<file path="src/rtl/kelt_pkg.sv">
// ----------------------------------------------------------------------------
// kelt_pkg
// Shared constants and types for the keypad event list tracker.
// ----------------------------------------------------------------------------
`default_nettype none

package kelt_pkg;

	localparam int LIST_SIZE = 10;
	localparam int IDX_W     = (LIST_SIZE > 1) ? $clog2(LIST_SIZE) : 1;

	// key states
	localparam logic [1:0] ST_IDLE     = 2'd0;
	localparam logic [1:0] ST_PRESSED  = 2'd1;
	localparam logic [1:0] ST_HOLD     = 2'd2;
	localparam logic [1:0] ST_RELEASED = 2'd3;

	// encoder byte layout
	localparam logic [7:0] EMPTY_BYTE = 8'h3f;
	localparam int         REL_BIT    = 6;
	localparam int         MORE_BIT   = 7;

	// stream widths
	localparam int IN_DATA_W  = 40;
	localparam int IN_USER_W  = 1;
	localparam int OUT_DATA_W = 16;

	// configuration port
	localparam int          CFG_ADDR_W    = 3;
	localparam int          CFG_DATA_W    = 32;
	localparam logic [0:0]  REG_HOLD_TIME = 1'b0;
	localparam logic [15:0] HOLD_RESET    = 16'd500;

	typedef struct packed {
		logic [1:0] state;
		logic       moved;
		logic       load_start;
	} adv_res_t;

endpackage

`default_nettype wire

</file>
<file path="src/rtl/kelt_adv.sv">
// ----------------------------------------------------------------------------
// kelt_adv
// Shared slot advance unit: next state of one entry, with the hold timer test.
// ----------------------------------------------------------------------------
`default_nettype none

module kelt_adv (
	input  logic [1:0]        cur_state,
	input  logic              closed,
	input  logic [31:0]       now_ms,
	input  logic [31:0]       hold_start_ms,
	input  logic [15:0]       hold_time_ms,
	output kelt_pkg::adv_res_t res
);
	import kelt_pkg::*;

	logic [31:0] elapsed;
	logic        expired;

	assign elapsed = now_ms - hold_start_ms;
	assign expired = elapsed > {16'b0, hold_time_ms};

	always_comb begin
		res = '{state: cur_state, moved: 1'b0, load_start: 1'b0};
		unique case (cur_state)
			ST_IDLE: begin
				if (closed) begin
					res = '{state: ST_PRESSED, moved: 1'b1, load_start: 1'b1};
				end
			end
			ST_PRESSED: begin
				if (expired) begin
					res = '{state: ST_HOLD, moved: 1'b1, load_start: 1'b0};
				end else if (!closed) begin
					res = '{state: ST_RELEASED, moved: 1'b1, load_start: 1'b0};
				end
			end
			ST_HOLD: begin
				if (!closed) begin
					res = '{state: ST_RELEASED, moved: 1'b1, load_start: 1'b0};
				end
			end
			default: begin
				res = '{state: ST_IDLE, moved: 1'b1, load_start: 1'b0};
			end
		endcase
	end

endmodule

`default_nettype wire

</file>
<file path="src/rtl/kelt_cfg.sv">
// ----------------------------------------------------------------------------
// kelt_cfg
// Register port: holds the hold time register.
// ----------------------------------------------------------------------------
`default_nettype none

module kelt_cfg (
	input  logic                            clk,
	input  logic                            arst_n,
	input  logic                            psel,
	input  logic                            penable,
	input  logic                            pwrite,
	input  logic [kelt_pkg::CFG_ADDR_W-1:0] paddr,
	input  logic [kelt_pkg::CFG_DATA_W-1:0] pwdata,
	output logic [kelt_pkg::CFG_DATA_W-1:0] prdata,
	output logic                            pready,
	output logic [15:0]                     hold_time_ms
);
	import kelt_pkg::*;

	logic [15:0] hold_time_q;
	logic        sel_hold;

	assign sel_hold = paddr[CFG_ADDR_W-1:2] == REG_HOLD_TIME;
	assign pready   = 1'b1;

	always_ff @(posedge clk or negedge arst_n) begin
		if (!arst_n) begin
			hold_time_q <= HOLD_RESET;
		end else if (psel && penable && pwrite && pready && sel_hold) begin
			hold_time_q <= pwdata[15:0];
		end
	end

	assign prdata       = sel_hold ? {{(CFG_DATA_W-16){1'b0}}, hold_time_q} : '0;
	assign hold_time_ms = hold_time_q;

endmodule

`default_nettype wire

</file>
<file path="src/rtl/keypad_event_list_tracker_core.sv">
// ----------------------------------------------------------------------------
// keypad_event_list_tracker_core
// Tracks pressed, held and released keys from key-encoder FIFO bytes.
// ----------------------------------------------------------------------------
//
//  Channel   Direction  Carries
//  s_axis    in         one FIFO byte with its timestamp and first-of-read flag
//  m_axis    out        one key report per byte; tlast marks the end of a read
//  apb       in/out     hold time register at byte address 0
//
//  Each item is accepted, then scanned slot by slot through the shared
//  advance unit, then applied.
//  s_axis_tready is high only while the sequencer is idle.
//  The apply step waits while an earlier result still sits in the output
//  register; the target slot is written only when the result is loaded.
//  Reset empties the slot list, zeroes the hold start time and sets the
//  hold time to 500.
//
// ----------------------------------------------------------------------------
`default_nettype none

module keypad_event_list_tracker_core (
	input  logic                            clk,
	input  logic                            arst_n,
	// fifo_byte [7:0], now_ms [39:8]
	input  logic                            s_axis_tvalid,
	output logic                            s_axis_tready,
	input  logic [kelt_pkg::IN_DATA_W-1:0]  s_axis_tdata,
	// new_read [0]
	input  logic [kelt_pkg::IN_USER_W-1:0]  s_axis_tuser,
	// key_code [5:0], key_state [7:6], state_changed [8], tracked [9],
	// dropped_full [10], any_activity [11], zero [15:12]
	output logic                            m_axis_tvalid,
	input  logic                            m_axis_tready,
	output logic [kelt_pkg::OUT_DATA_W-1:0] m_axis_tdata,
	// read_done
	output logic                            m_axis_tlast,
	input  logic                            psel,
	input  logic                            penable,
	input  logic                            pwrite,
	input  logic [kelt_pkg::CFG_ADDR_W-1:0] paddr,
	input  logic [kelt_pkg::CFG_DATA_W-1:0] pwdata,
	output logic [kelt_pkg::CFG_DATA_W-1:0] prdata,
	output logic                            pready
);
	import kelt_pkg::*;

	// sequencer states
	localparam logic [1:0] SQ_IDLE  = 2'd0;
	localparam logic [1:0] SQ_SCAN  = 2'd1;
	localparam logic [1:0] SQ_APPLY = 2'd2;

	localparam logic [IDX_W-1:0] LAST_IDX = IDX_W'(LIST_SIZE - 1);

	logic [15:0] hold_time_ms;

	kelt_cfg u_cfg (
		.clk          (clk),
		.arst_n       (arst_n),
		.psel         (psel),
		.penable      (penable),
		.pwrite       (pwrite),
		.paddr        (paddr),
		.pwdata       (pwdata),
		.prdata       (prdata),
		.pready       (pready),
		.hold_time_ms (hold_time_ms)
	);

	// slot list
	logic       slot_valid_q   [LIST_SIZE];
	logic [5:0] slot_code_q    [LIST_SIZE];
	logic [1:0] slot_state_q   [LIST_SIZE];
	logic       slot_changed_q [LIST_SIZE];
	logic [31:0] hold_start_q;

	// item being worked on
	logic [1:0]       seq_q;
	logic [7:0]       byte_q;
	logic [31:0]      now_q;
	logic             new_read_q;
	logic [IDX_W-1:0] idx_q;
	logic             found_q;
	logic [IDX_W-1:0] k_q;
	logic [1:0]       k_state_q;
	logic             free_found_q;
	logic [IDX_W-1:0] free_q;
	logic             act_q;

	// output register
	logic       out_valid_q;
	logic [5:0] out_code_q;
	logic [1:0] out_state_q;
	logic       out_chg_q;
	logic       out_trk_q;
	logic       out_drop_q;
	logic       out_done_q;
	logic       out_act_q;

	logic             in_acc;
	logic             is_empty;
	logic [5:0]       kc;
	logic             closed;
	logic             cur_valid;
	logic [5:0]       cur_code;
	logic [1:0]       cur_state;
	logic             cur_chg;
	logic             in_scan;
	logic             purge;
	logic             live;
	logic             sweep_hit;
	logic             match;
	logic             alloc;
	logic             target;
	logic             drop;
	logic [IDX_W-1:0] tgt_idx;
	logic [1:0]       tgt_state;
	logic             apply_go;
	logic             done;
	logic [1:0]       adv_state_in;
	logic             adv_closed_in;
	adv_res_t         adv;

	assign in_acc        = s_axis_tvalid && s_axis_tready;
	assign s_axis_tready = seq_q == SQ_IDLE;

	assign is_empty = byte_q == EMPTY_BYTE;
	assign kc       = byte_q[5:0];
	assign closed   = !byte_q[REL_BIT];
	assign done     = is_empty || !byte_q[MORE_BIT];

	// scan: look at one slot per cycle
	assign in_scan   = seq_q == SQ_SCAN;
	assign cur_valid = slot_valid_q[idx_q];
	assign cur_code  = slot_code_q[idx_q];
	assign cur_state = slot_state_q[idx_q];
	assign cur_chg   = slot_changed_q[idx_q];
	assign purge     = new_read_q && cur_valid && cur_state == ST_IDLE;
	assign live      = cur_valid && !purge;
	assign sweep_hit = is_empty && live && cur_state != ST_PRESSED;
	assign match     = !is_empty && live && cur_code == kc && !found_q;

	// apply: act on the matched slot, or take the lowest free one
	assign alloc     = !found_q && closed && free_found_q;
	assign target    = !is_empty && (found_q || alloc);
	assign drop      = !is_empty && !found_q && closed && !free_found_q;
	assign tgt_idx   = found_q ? k_q : free_q;
	assign tgt_state = found_q ? k_state_q : ST_IDLE;
	assign apply_go  = (seq_q == SQ_APPLY) && (!out_valid_q || m_axis_tready);

	// the one advance unit serves the sweep and the apply step
	assign adv_state_in  = in_scan ? cur_state : tgt_state;
	assign adv_closed_in = in_scan ? 1'b0 : closed;

	kelt_adv u_adv (
		.cur_state     (adv_state_in),
		.closed        (adv_closed_in),
		.now_ms        (now_q),
		.hold_start_ms (hold_start_q),
		.hold_time_ms  (hold_time_ms),
		.res           (adv)
	);

	// sequencer and scan accumulators
	always_ff @(posedge clk or negedge arst_n) begin
		if (!arst_n) begin
			seq_q        <= SQ_IDLE;
			idx_q        <= '0;
			found_q      <= 1'b0;
			free_found_q <= 1'b0;
			act_q        <= 1'b0;
		end else begin
			unique case (seq_q)
				SQ_IDLE: begin
					if (in_acc) begin
						seq_q        <= SQ_SCAN;
						idx_q        <= '0;
						found_q      <= 1'b0;
						free_found_q <= 1'b0;
						act_q        <= 1'b0;
					end
				end
				SQ_SCAN: begin
					if (sweep_hit) begin
						act_q <= 1'b1;
					end
					// changed flags of every slot but the one acted on
					if (!is_empty && live && !match && cur_chg) begin
						act_q <= 1'b1;
					end
					if (match) begin
						found_q <= 1'b1;
					end
					if (!live && !free_found_q) begin
						free_found_q <= 1'b1;
					end
					if (idx_q == LAST_IDX) begin
						seq_q <= SQ_APPLY;
					end else begin
						idx_q <= idx_q + 1'b1;
					end
				end
				SQ_APPLY: begin
					if (apply_go) begin
						seq_q <= SQ_IDLE;
					end
				end
				default: begin
					seq_q <= SQ_IDLE;
				end
			endcase
		end
	end

	// item payload and scan captures
	always_ff @(posedge clk) begin
		if (in_acc) begin
			byte_q     <= s_axis_tdata[7:0];
			now_q      <= s_axis_tdata[39:8];
			new_read_q <= s_axis_tuser[0];
		end
		if (in_scan && match) begin
			k_q       <= idx_q;
			k_state_q <= cur_state;
		end
		if (in_scan && !live && !free_found_q) begin
			free_q <= idx_q;
		end
	end

	// slot list updates: purge and sweep during scan, the target on apply
	always_ff @(posedge clk or negedge arst_n) begin
		if (!arst_n) begin
			for (int i = 0; i < LIST_SIZE; i++) begin
				slot_valid_q[i]   <= 1'b0;
				slot_state_q[i]   <= ST_IDLE;
				slot_changed_q[i] <= 1'b0;
			end
			hold_start_q <= '0;
		end else begin
			if (in_scan && purge) begin
				slot_valid_q[idx_q]   <= 1'b0;
				slot_changed_q[idx_q] <= 1'b0;
			end
			if (in_scan && sweep_hit) begin
				slot_state_q[idx_q]   <= adv.state;
				slot_changed_q[idx_q] <= adv.moved;
			end
			if (apply_go && target) begin
				if (alloc) begin
					slot_valid_q[tgt_idx] <= 1'b1;
				end
				slot_state_q[tgt_idx]   <= adv.state;
				slot_changed_q[tgt_idx] <= adv.moved;
				if (adv.load_start) begin
					hold_start_q <= now_q;
				end
			end
		end
	end

	always_ff @(posedge clk) begin
		if (apply_go && target && alloc) begin
			slot_code_q[free_q] <= kc;
		end
	end

	// output register
	always_ff @(posedge clk or negedge arst_n) begin
		if (!arst_n) begin
			out_valid_q <= 1'b0;
		end else if (apply_go) begin
			out_valid_q <= 1'b1;
		end else if (m_axis_tready) begin
			out_valid_q <= 1'b0;
		end
	end

	always_ff @(posedge clk) begin
		if (apply_go) begin
			out_code_q  <= is_empty ? 6'd0 : kc;
			out_state_q <= target ? adv.state : ST_IDLE;
			out_chg_q   <= target && adv.moved;
			out_trk_q   <= target;
			out_drop_q  <= drop;
			out_done_q  <= done;
			out_act_q   <= is_empty ? act_q : (done && (act_q || (target && adv.moved)));
		end
	end

	assign m_axis_tvalid = out_valid_q;
	assign m_axis_tlast  = out_done_q;
	assign m_axis_tdata  = {4'b0, out_act_q, out_drop_q, out_trk_q, out_chg_q,
		out_state_q, out_code_q};

endmodule

`default_nettype wire
</file>
<file path="config.mk">
export PLATFORM = sky130hd
export DESIGN_NAME = keypad_event_list_tracker_core
export DESIGN_NICKNAME = d
export VERILOG_FILES = /design/src/rtl/kelt_pkg.sv /design/src/rtl/kelt_adv.sv /design/src/rtl/kelt_cfg.sv /design/src/rtl/keypad_event_list_tracker_core.sv
export SDC_FILE = /design/constraint.sdc
export NUM_CORES = 1
export LEC_CHECK = 0
export BUFFER_PORTS_ARGS = -buffer_cell sky130_fd_sc_hd__clkbuf_2
export CAP_MARGIN = 5
export CELL_PAD_IN_SITES_DETAIL_PLACEMENT = 0
export CELL_PAD_IN_SITES_GLOBAL_PLACEMENT = 1
export CORE_UTILIZATION = 48
export DETAILED_ROUTE_END_ITERATION = 10
export GPL_ROUTABILITY_DRIVEN = 0
export PLACE_DENSITY_LB_ADDON = 0.1
export SLEW_MARGIN = 20
export SYNTH_ARGS = -nofsm -noshare
export SYNTH_HDL_FRONTEND = slang
export SYNTH_HIERARCHICAL = 1
export SYNTH_SLANG_ARGS = --single-unit
</file>
<file path="constraint.sdc">
create_clock -name clk -period 5.1 [get_ports clk]
set_input_delay 1.02 -clock clk [delete_from_list [all_inputs] [get_ports clk]]
set_output_delay 1.02 -clock clk [all_outputs]
set_load 0.02 [all_outputs]
</file>
==> results.sh <==
export IMPL_critPathRequiredTime_ps=5550
export IMPL_firstDrtPassIters=5
export IMPL_fp_row_count=58
export IMPL_clockPowerShare=0.284
export IMPL_nNetsFinal=1337
export IMPL_cts_buffers=26
export IMPL_yosys_cell_types_count=85
export IMPL_cell_internal_pwr_mw=4.09
export IMPL_start_util=0.492
export IMPL_slowest_stage="nor3_2"
export IMPL_worst_pin_slew_ps=994
export IMPL_synth_edf_count=124
export IMPL_power_total_mw=6.36
export IMPL_die_area_um2=26500
export IMPL_holdBufCountCts=0
export IMPL_path_max_fanout=8
export IMPL_slew_headroom=0.332
export IMPL_hold_depth=1
export IMPL_design_area_um2=14100
export IMPL_crit_type="reg -> reg"
export IMPL_io_pins=135
export IMPL_maxCapViolCount=0
export IMPL_final_cells=1552
export IMPL_fin_util=0.559
export IMPL_syn_inst=1098
export IMPL_timing_fmax_ghz=0.206
export IMPL_cellPowerDensity_nw_per_um2=450
export IMPL_setup_violations=0
export IMPL_wl_per_cell_um=19.2
export IMPL_antenna_cells=0
export IMPL_synth_top_cell_by_area="edfxtp_1"
export IMPL_yosysWarnings=6
export IMPL_dpl_instance_area_um2=13200
export IMPL_cts_root_buf="clkbuf_16"
export IMPL_netlist_area_um2=12400
export IMPL_insertion_delay_ps=540
export IMPL_netlist_area_leader_share=0.300
export IMPL_crit_chain="ha_4, a21o_1, o2bb2ai_1, o21a_1, a211oi_2, nor3_1, or2_2, xor2_1, ha_1, nand4_1, nor2_2, buf_4, o311a_1, a2111o_1, nor4_2, nand4_1, nor4_2, nor3_2, buf_12, nand2_1, or3_1, o211ai_1"
export IMPL_ys_top_cells_by_area="edfxtp_1 30%, dfrtp_1 19%, mux2_2 5.9%, ha_1 5.1%, mux2i_1 2.3%"
export IMPL_r2r_start="now_q[8]"
export IMPL_status="finished clean"
export IMPL_reg2reg_to="slot_changed_q[3]"
export IMPL_vias=8921
export IMPL_drc=0
export IMPL_leakagePower_nw=5.70
export IMPL_p_sw_mw=2.27
export IMPL_async_reset_ff_frac=0.441
export IMPL_core_area_um2=25300
export IMPL_dieWidth_um=163
export IMPL_hold_viol=0
export IMPL_ir_drop_mv=0.330
export IMPL_dp_cells=1503
export IMPL_cts_sinks=222
export IMPL_reg2reg_slack_ps=250
export IMPL_vias_per_cell=5.75
export IMPL_period_needed_ps=4850
export IMPL_drt_initial_drc_count=602
export IMPL_cts_tree="built"
export IMPL_min_period_over_period=0.951
export IMPL_end_kind="flop"
export IMPL_cts_buffer_depth=3
export IMPL_ys_ff_latch=222
export IMPL_htreeDepth=1
export IMPL_track_usage=0.228
export IMPL_antenna_found_initial=0
export IMPL_synth_area_per_cell_um2=11.3
export IMPL_reg2reg_depth=22
export IMPL_hp_class="reg -> reg"
export IMPL_layout_common_cells="124 x edfxtp_1, 94 x clkbuf_2, 92 x dfrtp_1, 73 x nand2_1, 67 x inv_1"
export IMPL_grt_pass1_vias=8557
export IMPL_seqPwrFrac=0.363
export IMPL_routed_wl_um=29800
export IMPL_synth_top_flop_cell="edfxtp_1"
export IMPL_gr_total_overflow=0
export IMPL_fin_worst_skew_ps=19.6
export IMPL_combPwrFrac=0.354
export IMPL_io_buffers=95
export IMPL_layout_commonest_cell="edfxtp_1"
export IMPL_swShare=0.357
export IMPL_worstHoldStart="slot_valid_q[2]"
export IMPL_clk_pin_slew_ps=60
export IMPL_ys_seq_area_frac=0.498
export IMPL_arrival_ps=5300
export IMPL_detailed_place_hpwl_um=21400
export IMPL_drive_gt1_frac=0.226
export IMPL_area_delta_synth_final_pct=13.6
export IMPL_postRouteAntennaNets=0
export IMPL_die_h_um=163
export IMPL_grt_pass1_wl_um=46800
export IMPL_grt_start_max_net_pins=68
export IMPL_critPathLaunchType="flop"
export IMPL_maxSlewViolCount=0
export IMPL_min_to="slot_valid_q[2]"
export IMPL_max_stage_delay_ps=670
## worst max path at each step
stage	slack, ps	depth (start not counted)	end	start
after floorplan	510	20	out_state_q[0]	now_q[3]
after global placement	130	20	out_act_q	now_q[1]
after detailed placement	20	20	out_act_q	now_q[1]
after global routing	-10	20	out_state_q[0]	now_q[8]
final	250	22	slot_changed_q[3]	now_q[8]
after CTS	30	20	out_act_q	now_q[1]
## stage by stage
| step | hold WS, ps | setup TNS [ps] | worst slack [ps] |
|---|---|---|---|
| after floorplan | 444 | 0 | 508 |
| after global placement | 459 | 0 | 131 |
| after detailed placement | 469 | 0 | 21.5 |
| after CTS | 484 | 0 | 28.6 |
| after global routing | 499 | -12.5 | -12.5 |
| final | 484 | 0 | 252 |
## state kept, by name, indices dropped and copies added, names as in the netlist, 2 cells and up
signal,cells
seq_q,2
slot_state_q,20
k_state_q,2
hold_start_q,32
k_q,4
now_q,32
out_code_q,6
idx_q,4
slot_changed_q,10
free_q,4
byte_q,8
slot_code_q,60
out_state_q,2
slot_valid_q,10
u_cfg/hold_time_ms,16
## synthesized netlist by cell type (11+ instances only)
cell type	instances
nand3_1	24
o21a_1	13
dfrtp_1	92
buf_4	26
a21o_1	12
inv_1	68
nand2_1	73
or3_1	12
ha_1	51
mux2_2	65
xnor2_1	14
mux2i_1	29
nor3_1	22
a211oi_1	11
a21oi_1	45
o211ai_1	13
and2_1	14
nand2b_1	17
o21ai_0	47
edfxtp_1	124
o22ai_1	14
nor2_1	56
nand4_1	27
clkbuf_1	19
nor2b_1	22
## worst max-delay path, delay by kind of cell (launching register included)
kind | cells | cell delay [ps]
AOI/OAI and AO/OA | 7 | 1230
xor gates and xnor gates | 1 | 150
adders and majority gates | 2 | 580
buffers and inverters | 2 | 320
DFF | 1 | 440
and+or+nand+nor | 10 | 2040
## power by group through the flow
stage | logic [mW] | registers [mW] | clock network [mW]
after floorplan | 1.61 | 2.25 | 0
after global placement | 2.20 | 2.33 | 0
after detailed placement | 2.22 | 2.33 | 0
after CTS | 2.23 | 2.30 | 1.85
after global routing | 2.45 | 2.33 | 1.92
final | 2.25 | 2.30 | 1.80
## per-layer routing
layer	vias up	global-route usage	share of wire
li1	4283	-	-
met1	4343	0.327	0.47
met4	0	0.0743	0.027
met2	251	0.353	0.45
met3	44	0.0339	0.052
met5	-	0	0
## timing repair
item / CTS / global route
gates resized for setup: 0 / 10
setup endpoints to repair: 0 / 34
setup buffers: 0 / 1
## cell families (layout without fill, tap and decap cells)
logic type,count (synthesis),count (layout),synth area share
AND/OR/NAND/NOR,318,318,0.138
AO/OA/AOI/OAI,235,235,0.131
flip-flops,222,222,0.498
buffers and inverters,134,240,0.0524
multiplexers,114,114,0.113
adder cells (fa/ha/maj),52,52,0.0530
XOR/XNOR,20,20,0.0141
other,3,21,0.000907
## layout make-up
class | instances | area [µm²]
clock buffer | 37 | 733
clock inverter | 11 | 101
fill | 2229 | 11100
tap | 330 | 413
inverter | 71 | 267
multi-input combinational | 760 | 5720
sequential | 222 | 6180
timing repair buffer | 121 | 698
(Power assumes the default switching activity.)
